==> src/design/cc20_pkg.sv <==
// ----------------------------------------------------------------------------
// cc20_pkg
// Shared types, constants and the state set-up function of the stream cipher.
// ----------------------------------------------------------------------------
package cc20_pkg;

	typedef logic [31:0] word_t;
	typedef logic [15:0][31:0] state_t;

	typedef struct packed {
		logic [3:0][63:0] key;
		logic [63:0]      nonce_low;
		logic [31:0]      nonce_high;
	} key_cfg_t;

	typedef struct packed {
		logic start;
		logic kill;
		logic take;
	} core_ctl_t;

	typedef struct packed {
		logic busy;
		logic full;
	} core_sts_t;

	typedef enum logic [2:0] {
		CFG_KEY_WORD_0,
		CFG_KEY_WORD_1,
		CFG_KEY_WORD_2,
		CFG_KEY_WORD_3,
		CFG_NONCE_LOW,
		CFG_NONCE_HIGH,
		CFG_INITIAL_COUNTER
	} cfg_idx_t;

	localparam word_t SIGMA_0 = 32'h61707865;
	localparam word_t SIGMA_1 = 32'h3320646e;
	localparam word_t SIGMA_2 = 32'h79622d32;
	localparam word_t SIGMA_3 = 32'h6b206574;

	function automatic state_t cc20_init_state(key_cfg_t c, word_t ctr);
		state_t s;
		s[0] = SIGMA_0;
		s[1] = SIGMA_1;
		s[2] = SIGMA_2;
		s[3] = SIGMA_3;
		for (int i = 0; i < 4; i++) begin
			s[4 + 2 * i] = c.key[i][31:0];
			s[5 + 2 * i] = c.key[i][63:32];
		end
		s[12] = ctr;
		s[13] = c.nonce_low[31:0];
		s[14] = c.nonce_low[63:32];
		s[15] = c.nonce_high;
		return s;
	endfunction

endpackage

==> src/design/cc20_in_if.sv <==
// ----------------------------------------------------------------------------
// cc20_in_if
// Message word channel into the cipher: valid/ready plus payload.
// ----------------------------------------------------------------------------
interface cc20_in_if;
	logic        valid;
	logic        ready;
	logic [63:0] data_in;
	logic [3:0]  byte_count;
	logic        first;
	logic        last;

	modport source (output valid, data_in, byte_count, first, last, input ready);
	modport sink (input valid, data_in, byte_count, first, last, output ready);
endinterface

==> src/design/cc20_out_if.sv <==
// ----------------------------------------------------------------------------
// cc20_out_if
// Result word channel out of the cipher: valid/ready plus payload.
// ----------------------------------------------------------------------------
interface cc20_out_if;
	logic        valid;
	logic        ready;
	logic [63:0] data_out;
	logic [3:0]  byte_count_out;
	logic        last_out;

	modport source (output valid, data_out, byte_count_out, last_out, input ready);
	modport sink (input valid, data_out, byte_count_out, last_out, output ready);
endinterface

==> src/design/cc20_qr.sv <==
// ----------------------------------------------------------------------------
// cc20_qr
// One quarter-round lane: add, xor and rotate over four state words.
// ----------------------------------------------------------------------------
module cc20_qr
	import cc20_pkg::*;
(
	input  word_t a,
	input  word_t b,
	input  word_t c,
	input  word_t d,
	output word_t qa,
	output word_t qb,
	output word_t qc,
	output word_t qd
);

	function automatic word_t rotl(word_t x, int n);
		return (x << n) | (x >> (32 - n));
	endfunction

	word_t a1, b1, c1, d1;

	always_comb begin
		a1 = a + b;
		d1 = rotl(d ^ a1, 16);
		c1 = c + d1;
		b1 = rotl(b ^ c1, 12);
		qa = a1 + b1;
		qd = rotl(d1 ^ qa, 8);
		qc = c1 + qd;
		qb = rotl(b1 ^ qc, 7);
	end

endmodule

==> src/design/cc20_core.sv <==
// ----------------------------------------------------------------------------
// cc20_core
// Round engine: four quarter-round lanes, one column or diagonal round per
// cycle over the 16-word state; holds the final state until it is taken.
// ----------------------------------------------------------------------------
module cc20_core
	import cc20_pkg::*;
#(
	parameter int DOUBLE_ROUNDS = 10
) (
	input  logic      clk,
	input  logic      arst_n,
	input  key_cfg_t  cfg,
	input  word_t     ctr,
	input  core_ctl_t ctl,
	output core_sts_t sts,
	output state_t    st,
	output word_t     st_ctr
);

	localparam int ROUNDS = 2 * DOUBLE_ROUNDS;
	localparam int RW = $clog2(ROUNDS);

	state_t          st_q;
	state_t          nxt;
	word_t           ctr_q;
	logic [RW-1:0]   rnd_q;
	logic            busy_q;
	logic            full_q;
	word_t           col_res [16];
	word_t           dia_res [16];
	word_t           la [4];
	word_t           lb [4];
	word_t           lc [4];
	word_t           ld [4];
	word_t           oa [4];
	word_t           ob [4];
	word_t           oc [4];
	word_t           od [4];

	// odd rounds work on the diagonals
	for (genvar j = 0; j < 4; j++) begin : g_lane
		localparam int DB = 4 + ((j + 1) % 4);
		localparam int DC = 8 + ((j + 2) % 4);
		localparam int DD = 12 + ((j + 3) % 4);

		assign la[j] = st_q[j];
		assign lb[j] = rnd_q[0] ? st_q[DB] : st_q[4 + j];
		assign lc[j] = rnd_q[0] ? st_q[DC] : st_q[8 + j];
		assign ld[j] = rnd_q[0] ? st_q[DD] : st_q[12 + j];

		cc20_qr u_qr (
			.a (la[j]),
			.b (lb[j]),
			.c (lc[j]),
			.d (ld[j]),
			.qa(oa[j]),
			.qb(ob[j]),
			.qc(oc[j]),
			.qd(od[j])
		);

		assign col_res[j]      = oa[j];
		assign col_res[4 + j]  = ob[j];
		assign col_res[8 + j]  = oc[j];
		assign col_res[12 + j] = od[j];
		assign dia_res[j]      = oa[j];
		assign dia_res[DB]     = ob[j];
		assign dia_res[DC]     = oc[j];
		assign dia_res[DD]     = od[j];
	end

	always_comb begin
		for (int i = 0; i < 16; i++) begin
			nxt[i] = rnd_q[0] ? dia_res[i] : col_res[i];
		end
	end

	always_ff @(posedge clk or negedge arst_n) begin
		if (!arst_n) begin
			busy_q <= 1'b0;
			full_q <= 1'b0;
			rnd_q  <= '0;
		end else if (ctl.kill) begin
			busy_q <= 1'b0;
			full_q <= 1'b0;
		end else if (ctl.start) begin
			busy_q <= 1'b1;
			rnd_q  <= '0;
		end else if (busy_q) begin
			rnd_q <= rnd_q + 1'b1;
			if (rnd_q == RW'(ROUNDS - 1)) begin
				busy_q <= 1'b0;
				full_q <= 1'b1;
			end
		end else if (ctl.take) begin
			full_q <= 1'b0;
		end
	end

	always_ff @(posedge clk) begin
		if (ctl.start) begin
			st_q  <= cc20_init_state(cfg, ctr);
			ctr_q <= ctr;
		end else if (busy_q) begin
			st_q <= nxt;
		end
	end

	assign sts.busy = busy_q;
	assign sts.full = full_q;
	assign st       = st_q;
	assign st_ctr   = ctr_q;

endmodule

==> src/design/cc20_merge.sv <==
// ----------------------------------------------------------------------------
// cc20_merge
// Merges the lane results: feed-forward addition of the input state and
// little-endian packing into the eight-word keystream block.
// ----------------------------------------------------------------------------
module cc20_merge
	import cc20_pkg::*;
(
	input  logic        clk,
	input  logic        load,
	input  state_t      st,
	input  key_cfg_t    cfg,
	input  word_t       ctr,
	input  logic [2:0]  pos,
	output logic [63:0] ks_word
);

	state_t      init;
	logic [63:0] ks_q [8];

	assign init = cc20_init_state(cfg, ctr);

	always_ff @(posedge clk) begin
		if (load) begin
			for (int i = 0; i < 8; i++) begin
				ks_q[i] <= {st[2 * i + 1] + init[2 * i + 1], st[2 * i] + init[2 * i]};
			end
		end
	end

	assign ks_word = ks_q[pos];

endmodule

==> src/design/chacha20_stream_cipher_top.sv <==
// ----------------------------------------------------------------------------
// chacha20_stream_cipher_top
// ChaCha20 (96-bit nonce, 32-bit block counter) word stream cipher.
//
// msg carries message words of up to eight bytes with first/last marks; res
// returns one transaction per message word: the bytes XORed with keystream,
// unused bytes zero. Key, nonce and initial counter are written through
// cfg_we/cfg_index/cfg_wdata; the user must write them only while no message
// word is in flight; the block itself does not enforce it. The round engine
// works one round per cycle over four quarter-round lanes on each 64-byte
// block, and computes the next block while the current one is used. A word
// whose keystream is ready passes through the input register and then the
// output register; a first word waits for a fresh block. One word waits in
// an input register and one result in an output register, so a stalled
// receiver holds the block with one word accepted ahead. Reset clears the
// valid flags, the word position, the configuration and the block counter,
// and the engine at once starts on block zero.
// ----------------------------------------------------------------------------
module chacha20_stream_cipher_top
	import cc20_pkg::*;
#(
	parameter int DOUBLE_ROUNDS = 10
) (
	input  logic        clk,
	input  logic        arst_n,
	input  logic        cfg_we,
	input  logic [2:0]  cfg_index,
	input  logic [63:0] cfg_wdata,
	cc20_in_if.sink     msg,
	cc20_out_if.source  res
);

	key_cfg_t    cfg_q;
	word_t       init_ctr_q;
	core_ctl_t   ctl;
	core_sts_t   sts;
	state_t      core_st;
	word_t       core_ctr;
	logic [63:0] ks_word;
	logic [63:0] ct;

	logic        hold_v_q;
	logic        hold_first_q;
	logic        hold_last_q;
	logic [63:0] hold_data_q;
	logic [3:0]  hold_cnt_q;
	logic        ks_v_q;
	logic [2:0]  pos_q;
	word_t       blk_ctr_q;
	logic        out_v_q;
	logic [63:0] out_data_q;
	logic [3:0]  out_cnt_q;
	logic        out_last_q;

	logic        fst;
	logic        consume;
	logic        load;

	always_ff @(posedge clk or negedge arst_n) begin
		if (!arst_n) begin
			cfg_q      <= '0;
			init_ctr_q <= '0;
		end else if (cfg_we) begin
			case (cfg_idx_t'(cfg_index))
				CFG_KEY_WORD_0:      cfg_q.key[0]     <= cfg_wdata;
				CFG_KEY_WORD_1:      cfg_q.key[1]     <= cfg_wdata;
				CFG_KEY_WORD_2:      cfg_q.key[2]     <= cfg_wdata;
				CFG_KEY_WORD_3:      cfg_q.key[3]     <= cfg_wdata;
				CFG_NONCE_LOW:       cfg_q.nonce_low  <= cfg_wdata;
				CFG_NONCE_HIGH:      cfg_q.nonce_high <= cfg_wdata[31:0];
				CFG_INITIAL_COUNTER: init_ctr_q       <= cfg_wdata[31:0];
				default: ;
			endcase
		end
	end

	assign fst     = hold_v_q && hold_first_q;
	assign consume = hold_v_q && !hold_first_q && ks_v_q && (!out_v_q || res.ready);
	assign load    = sts.full && !ks_v_q && hold_v_q && !hold_first_q;

	// any config write or message start throws away a precomputed block
	assign ctl.kill  = fst || cfg_we;
	assign ctl.start = !sts.busy && !sts.full && !ctl.kill;
	assign ctl.take  = load;

	cc20_core #(
		.DOUBLE_ROUNDS(DOUBLE_ROUNDS)
	) u_core (
		.clk   (clk),
		.arst_n(arst_n),
		.cfg   (cfg_q),
		.ctr   (blk_ctr_q),
		.ctl   (ctl),
		.sts   (sts),
		.st    (core_st),
		.st_ctr(core_ctr)
	);

	cc20_merge u_merge (
		.clk    (clk),
		.load   (load),
		.st     (core_st),
		.cfg    (cfg_q),
		.ctr    (core_ctr),
		.pos    (pos_q),
		.ks_word(ks_word)
	);

	assign msg.ready = !hold_v_q || consume;

	always_ff @(posedge clk or negedge arst_n) begin
		if (!arst_n) begin
			hold_v_q     <= 1'b0;
			hold_first_q <= 1'b0;
			ks_v_q       <= 1'b0;
			pos_q        <= '0;
			blk_ctr_q    <= '0;
			out_v_q      <= 1'b0;
		end else begin
			if (msg.valid && msg.ready) begin
				hold_v_q     <= 1'b1;
				hold_first_q <= msg.first;
			end else if (consume) begin
				hold_v_q <= 1'b0;
			end else if (fst) begin
				hold_first_q <= 1'b0;
			end

			if (fst) begin
				ks_v_q    <= 1'b0;
				pos_q     <= '0;
				blk_ctr_q <= init_ctr_q;
			end else if (load) begin
				ks_v_q    <= 1'b1;
				blk_ctr_q <= blk_ctr_q + 1'b1;
			end else if (consume) begin
				pos_q <= pos_q + 1'b1;
				if (pos_q == 3'd7) begin
					ks_v_q <= 1'b0;
				end
			end

			if (consume) begin
				out_v_q <= 1'b1;
			end else if (res.ready) begin
				out_v_q <= 1'b0;
			end
		end
	end

	always_ff @(posedge clk) begin
		if (msg.valid && msg.ready) begin
			hold_data_q <= msg.data_in;
			hold_cnt_q  <= msg.byte_count;
			hold_last_q <= msg.last;
		end
		if (consume) begin
			out_data_q <= ct;
			out_cnt_q  <= hold_cnt_q;
			out_last_q <= hold_last_q;
		end
	end

	always_comb begin
		for (int b = 0; b < 8; b++) begin
			ct[8 * b +: 8] = (hold_cnt_q > 4'(b)) ?
				(hold_data_q[8 * b +: 8] ^ ks_word[8 * b +: 8]) : 8'h00;
		end
	end

	assign res.valid          = out_v_q;
	assign res.data_out       = out_data_q;
	assign res.byte_count_out = out_cnt_q;
	assign res.last_out       = out_last_q;

endmodule

==> src/flat_wrapper.sv <==
// flat-port wrapper written by rule: the top's interface ports become plain ports
module chacha20_stream_cipher_top_flat import cc20_pkg::*;
#(
	parameter int DOUBLE_ROUNDS = 10
)
  (clk, arst_n, cfg_we, cfg_index, cfg_wdata, msg_valid, msg_data_in, msg_byte_count, msg_first, msg_last, msg_ready, res_valid, res_data_out, res_byte_count_out, res_last_out, res_ready);
  cc20_in_if msg_i ();
  cc20_out_if res_i ();
  input  logic clk;
  input  logic arst_n;
  input  logic cfg_we;
  input  logic [2:0] cfg_index;
  input  logic [63:0] cfg_wdata;
  input wire logic [$bits(msg_i.valid)-1:0] msg_valid;
  input wire logic [$bits(msg_i.data_in)-1:0] msg_data_in;
  input wire logic [$bits(msg_i.byte_count)-1:0] msg_byte_count;
  input wire logic [$bits(msg_i.first)-1:0] msg_first;
  input wire logic [$bits(msg_i.last)-1:0] msg_last;
  output wire logic [$bits(msg_i.ready)-1:0] msg_ready;
  output wire logic [$bits(res_i.valid)-1:0] res_valid;
  output wire logic [$bits(res_i.data_out)-1:0] res_data_out;
  output wire logic [$bits(res_i.byte_count_out)-1:0] res_byte_count_out;
  output wire logic [$bits(res_i.last_out)-1:0] res_last_out;
  input wire logic [$bits(res_i.ready)-1:0] res_ready;
  assign msg_i.valid = msg_valid;
  assign msg_i.data_in = msg_data_in;
  assign msg_i.byte_count = msg_byte_count;
  assign msg_i.first = msg_first;
  assign msg_i.last = msg_last;
  assign msg_ready = msg_i.ready;
  assign res_valid = res_i.valid;
  assign res_data_out = res_i.data_out;
  assign res_byte_count_out = res_i.byte_count_out;
  assign res_last_out = res_i.last_out;
  assign res_i.ready = res_ready;
  chacha20_stream_cipher_top #(.DOUBLE_ROUNDS(DOUBLE_ROUNDS)) u_core (.clk(clk), .arst_n(arst_n), .cfg_we(cfg_we), .cfg_index(cfg_index), .cfg_wdata(cfg_wdata), .msg(msg_i), .res(res_i));
endmodule
==> config.mk <==
export PLATFORM = sky130hd
export DESIGN_NAME = chacha20_stream_cipher_top_flat
export DESIGN_NICKNAME = d
export VERILOG_FILES = /design/src/design/cc20_pkg.sv /design/src/design/cc20_in_if.sv /design/src/design/cc20_out_if.sv /design/src/design/cc20_qr.sv /design/src/design/cc20_core.sv /design/src/design/cc20_merge.sv /design/src/design/chacha20_stream_cipher_top.sv /design/src/flat_wrapper.sv
export SDC_FILE = /design/constraint.sdc
export NUM_CORES = 2
export LEC_CHECK = 0
export BUFFER_PORTS_ARGS = -buffer_cell sky130_fd_sc_hd__buf_2
export CAP_MARGIN = 20
export CORE_MARGIN = 3
export CORE_UTILIZATION = 70
export DETAILED_ROUTE_END_ITERATION = 12
export PLACE_DENSITY = 0.87
export SLEW_MARGIN = 20
export SYNTH_ARGS = -nofsm -noshare
export SYNTH_HDL_FRONTEND = slang
export SYNTH_HIERARCHICAL = 1
export SYNTH_SLANG_ARGS = --single-unit
==> constraint.sdc <==
create_clock -name clk -period 22.8 [get_ports clk]
set_clock_uncertainty 0.2 [all_clocks]
set_input_delay 4.56 -clock clk [delete_from_list [all_inputs] [get_ports clk]]
set_output_delay 4.56 -clock clk [all_outputs]
set_load 0.05 [all_outputs]
==> metrics.yaml, run 1 <==
placed_area_sq_um: 124500
cts_resized: 0
synth-main-ff-cell: "edfxtp_1"
io_pins: 213
synthCells: 11470
postCtsHoldBufs: 0
outcome: "aborted with a tool error"
root_buffer: "clkbuf_16"
grt_pass1_wl_mm: 810.6
lastStage: "5_1_grt"
async_flop_share_pct: 26.48
overflow: 5
synth_area_sq_um: 121700
dp_hpwl_mm: 420.2
grt_max_degree: 171
h-tree-depth: 4
yosysUniqueCellTypes: 137
port_buffers: 212
die_w_um: 423.0
grt_pass1_vias: 111200
post_cts_buffers: 0
yosys_warnings: 6
initial_core_util_pct: 70.65
synth.avg_cell_area_sq_um: 10.62
cts_buffers: 176
error: "[ERROR GRT-0116] Global routing finished with congestion. Check the congestion regions in the DRC Viewer."
syn_nets: 12520
synth-seq-cells: 1624
cts_max_path_buffers: 3
gp_congestion: 1.494
die_h_um: 423.0
synth_edf_count: 1066
rows: 152
place_ws_ns: 6.697
grt_usage_pct: 63.66
yosysSeqAreaShare_pct: 37.24
cts.sinks: 1624
-- stage by stage --
stage / hold WS (ns) / std cells / util [%]
4_1_cts: 0.2438 / 14020 / 75.70
3_5_place_dp: 0.2191 / 13690 / 72.28
3_3_place_gp: 0.2112 / 13690 / 72.28
2_1_floorplan: 0.2003 / 11470 / -
-- routing by layer --
metal  GRT usage, %  GRT overflow
met4          57.37             3
met1          65.26             0
met2          76.68             2
met3          52.64             0
met5          28.55             0
-- cell usage after synthesis (42+ instances only) --
cell / instances / area (sq um)
inv_1: 280 / 1051
a21oi_1: 701 / 3508
nand2_1: 869 / 3262
mux2i_1: 472 / 4725
o21ai_0: 489 / 2447
a31oi_1: 80 / 500.5
o21ai_1: 347 / 1737
o21a_1: 139 / 1044
dfxtp_1: 128 / 2562
and3_1: 78 / 488.0
nand3_1: 183 / 915.9
o31ai_1: 43 / 322.8
a211o_1: 74 / 648.1
nand2b_1: 83 / 519.3
nor3_1: 135 / 675.7
edfxtp_1: 1066 / 32010
a211oi_1: 99 / 743.2
clkbuf_1: 173 / 649.4
xnor2_1: 708 / 6201
mux2_2: 827 / 9313
a21o_1: 389 / 2920
a21boi_0: 42 / 315.3
nor2_1: 556 / 2087
ha_1: 884 / 11060
o211ai_1: 70 / 525.5
nor2b_1: 137 / 857.1
o21bai_1: 117 / 878.3
mux4_2: 128 / 2883
xor2_1: 717 / 6280
buf_2: 131 / 655.6
nand4_1: 93 / 581.8
dfrtp_1: 430 / 10760
-- cell families after synthesis --
group,after synthesis,synth area share (%)
AO/OA/AOI/OAI,2976,16.11
XOR/XNOR,1499,11.52
adder cells (fa/ha/maj),912,9.547
buffers and inverters,669,2.513
flip-flops,1624,37.24
multiplexers,1432,13.95
AND/OR/NAND/NOR,2355,9.121
==> inputs of run 2 (changes only) <==
- CORE_UTILIZATION: 70 -> 40
- PLACE_DENSITY: 0.87 -> unset
- PLACE_DENSITY_LB_ADDON: unset -> 0.15
==> metrics.yaml, run 2 <==
wirelength_mm: 698.5
path_delay_family: "compound AO/OA/AOI/OAI gates"
root_buffer: "clkbuf_16"  # unchanged
worstPathArrival_ns: 18.29
synth-seq-cells: 1624  # unchanged
tightest_slew_ns: 1.442
antenna_found_initial: 125
min_path_cells: 0
avgViaCountPerCell: 6.618
grt_max_degree: 127
cts_buffers: 200  # was 176
fillers: 28380
period_needed_ns: 17.74
worstReg2RegStart: "u_core/u_core/rnd_q[0]$_DFFE_PN0P_"
area_delta_synth_final_pct: 10.85
grt_pass1_vias: 95560
clk_pin_slew_worst_paths_ns: 0.06
r2r_setup_slack_ns: 5.06
core_area_sq_um: 301300
relSlewSlack_pct: 3.166
grt_pass1_wl_mm: 900.3
cp.required_ns: 23.35
drcViolationCount: 0
synth.avg_cell_area_sq_um: 10.62  # unchanged
r2r_end: "u_core/u_core/st[196]$_DFFE_PN_"
start_kind: "register"
ant_nets: 0
drt_iter0_markers: 15820
outcome: "completed"  # was aborted with a tool error
synth_common_cells: "1066 x edfxtp_1, 884 x ha_1, 869 x nand2_1"  # unchanged
path_class: "register to register"
cts_resized: 0  # unchanged
post_cts_buffers: 0  # unchanged
yosys_warnings: 6  # unchanged
synth_edf_count: 1066  # unchanged
io_pins: 213  # unchanged
cts_max_path_buffers: 4  # was 3
syn_nets: 12520  # unchanged
whs_endpoint: "u_core/res.last_out$_DFFE_PP_"
initial_core_util_pct: 40.40  # was 70.65%
async_flop_share_pct: 26.48  # unchanged
grt_usage_pct: 43.45
die_h_um: 557.7  # was 423.0 um
synth-main-ff-cell: "edfxtp_1"  # unchanged
postCtsHoldBufs: 0  # unchanged
final_cell_mix: "1066 x edfxtp_1, 884 x ha_1, 869 x nand2_1, 827 x mux2_2, 700 x a21oi_1"
slew_viol_final: 0
clk-insertion-delay-late_ns: 0.93
synth_area_leader_cell: "edfxtp_1"  # unchanged
wl_per_cell_um: 43.98
synthCells: 11470  # unchanged
crit_slowest_cell: "xor2_1"
hold_ws_ns: 0.2290
yosysSeqAreaShare_pct: 37.24  # unchanged
layout.nets: 12730
hp-class: "register to register"
cts.sinks: 1624  # unchanged
cap_violations: 0
synth_area_sq_um: 121700  # unchanged
reg2reg_depth: 44
dp_hpwl_mm: 587.1  # was 420.2 mm
mostFrequentLayoutCell: "edfxtp_1"
h-tree-depth: 4  # unchanged
fin_tns_setup_ns: 0
port_buffers: 212  # unchanged
drt-pass1-iter-count: 9
synth.top_cell.area_share_pct: 26.30  # unchanged
cp-end-kind: "register"
synthTopCellsByArea: "edfxtp_1 26%, ha_1 9.1%, dfrtp_1 8.8%, mux2_2 7.7%, xor2_1 5.2%"  # unchanged
worstHoldStart: "u_core/hold_last_q$_DFFE_PP_"
crit_path_max_incr_delay_ns: 0.98
crit_top_cell: "xor2_1"
cts_tree: "done"
overflow: 0
fin_crit_sh_pct: 77.81
rows: 201  # was 152
synth_most_common_cell: "edfxtp_1"  # unchanged
cp_max_fo: 55
yosysUniqueCellTypes: 137  # unchanged
die_area_sq_um: 311000
setup_viol: 0
fmax_mhz: 56.37
cp_num_buf_inv: 4
drive_gt1_share_pct: 16.74
num_vias: 105100
finalHoldViolations: 0
rsz0062_at_grt: "no"
die_w_um: 557.7  # was 423.0 um
gp_congestion: 1.113  # was 1.494
[run 2: layout make-up]
type,instances,area [sq um],area share (%)
diodes,76,190.2,0.1409
clock buffers,257,5454,4.042
clock inverters,118,1478,1.095
inverters,280,1061,0.7863
multi-input cells,9174,73930,54.79
flip-flops and latches,1624,45350,33.61
well taps,3958,4952,3.670
repair buffers,393,2519,1.867
[run 2: how the worst max path moves through the flow]
stage	endpoint	slack [ns]	start	cells after the start
final	u_core/u_core/st[196]$_DFFE_PN_	5.06	u_core/u_core/rnd_q[0]$_DFFE_PN0P_	44
after global routing	u_core/u_core/st[196]$_DFFE_PN_	5.10	u_core/u_core/rnd_q[0]$_DFFE_PN0P_	44
after CTS	u_core/u_core/st[196]$_DFFE_PN_	5.75	u_core/u_core/rnd_q[0]$_DFFE_PN0P_	44
after detailed placement	u_core/u_core/st[196]$_DFFE_PN_	5.82	u_core/u_core/rnd_q[0]$_DFFE_PN0P_	44
after global placement	u_core/u_core/st[196]$_DFFE_PN_	5.80	u_core/u_core/rnd_q[0]$_DFFE_PN0P_	44
after floorplan	u_core/u_core/rnd_q[0]$_DFFE_PN0P_	5.78	cfg_we	6
[run 2: kinds of logic (layout without fill, tap and decap cells)]
| group | count (synthesis) | count (layout) | share of synthesized area [%] |
|---|---|---|---|
| AOI/OAI and AO/OA | 2976 | 2976 | 16.11 |
| xor gates and xnor gates | 1499 | 1499 | 11.52 |
| adders and majority gates | 912 | 912 | 9.547 |
| buffers and inverters | 669 | 1048 | 2.513 |
| DFF | 1624 | 1624 | 37.24 |
| muxes | 1432 | 1432 | 13.95 |
| other | 0 | 76 | 0 |
| and+or+nand+nor | 2355 | 2355 | 9.121 |
[run 2: worst register-to-register path: cells and delay by family, from the launching register on]
| family | cells | cell delay [ns] |
|---|---|---|
| fa+ha+maj | 5 | 2.06 |
| mux | 2 | 0.89 |
| compound gates | 21 | 5.92 |
| xor+xnor | 8 | 4.96 |
| flops | 1 | 0.59 |
| buf+inv | 4 | 1.94 |
| simple gates | 4 | 1.04 |
[run 2: per-stage QoR]
| step | utilization [%] | instance area (sq um) | setup WS [ns] | instances |
|---|---|---|---|---|
| after CTS | 44.67 | 134600 | 5.750 | 15800 |
| after global placement | 42.31 | 127500 | 5.796 | 15420 |
| after floorplan | - | 121700 | 5.778 | 11470 |
| after detailed placement | 42.37 | 127700 | 5.821 | 15430 |
| after global routing | 44.73 | 134800 | 5.101 | 15820 |
| final | 44.79 | 134900 | 5.059 | 15880 |
[run 2: per-layer routing]
layer  vias to the layer above  GRT usage (%)  wire [um]  share of wire (%)
met5                         -              0        408              0.058
met3                      1408          13.68      80580                 12
met4                        58          29.53      57390                8.2
li1                      43280              -          -                  -
met2                      6929          60.68     280400                 40
met1                     53430          57.09     279700                 40
Power of run 2 is not shown: default switching activity piles up to over one toggle a cycle in this logic, so the estimate is an artifact.
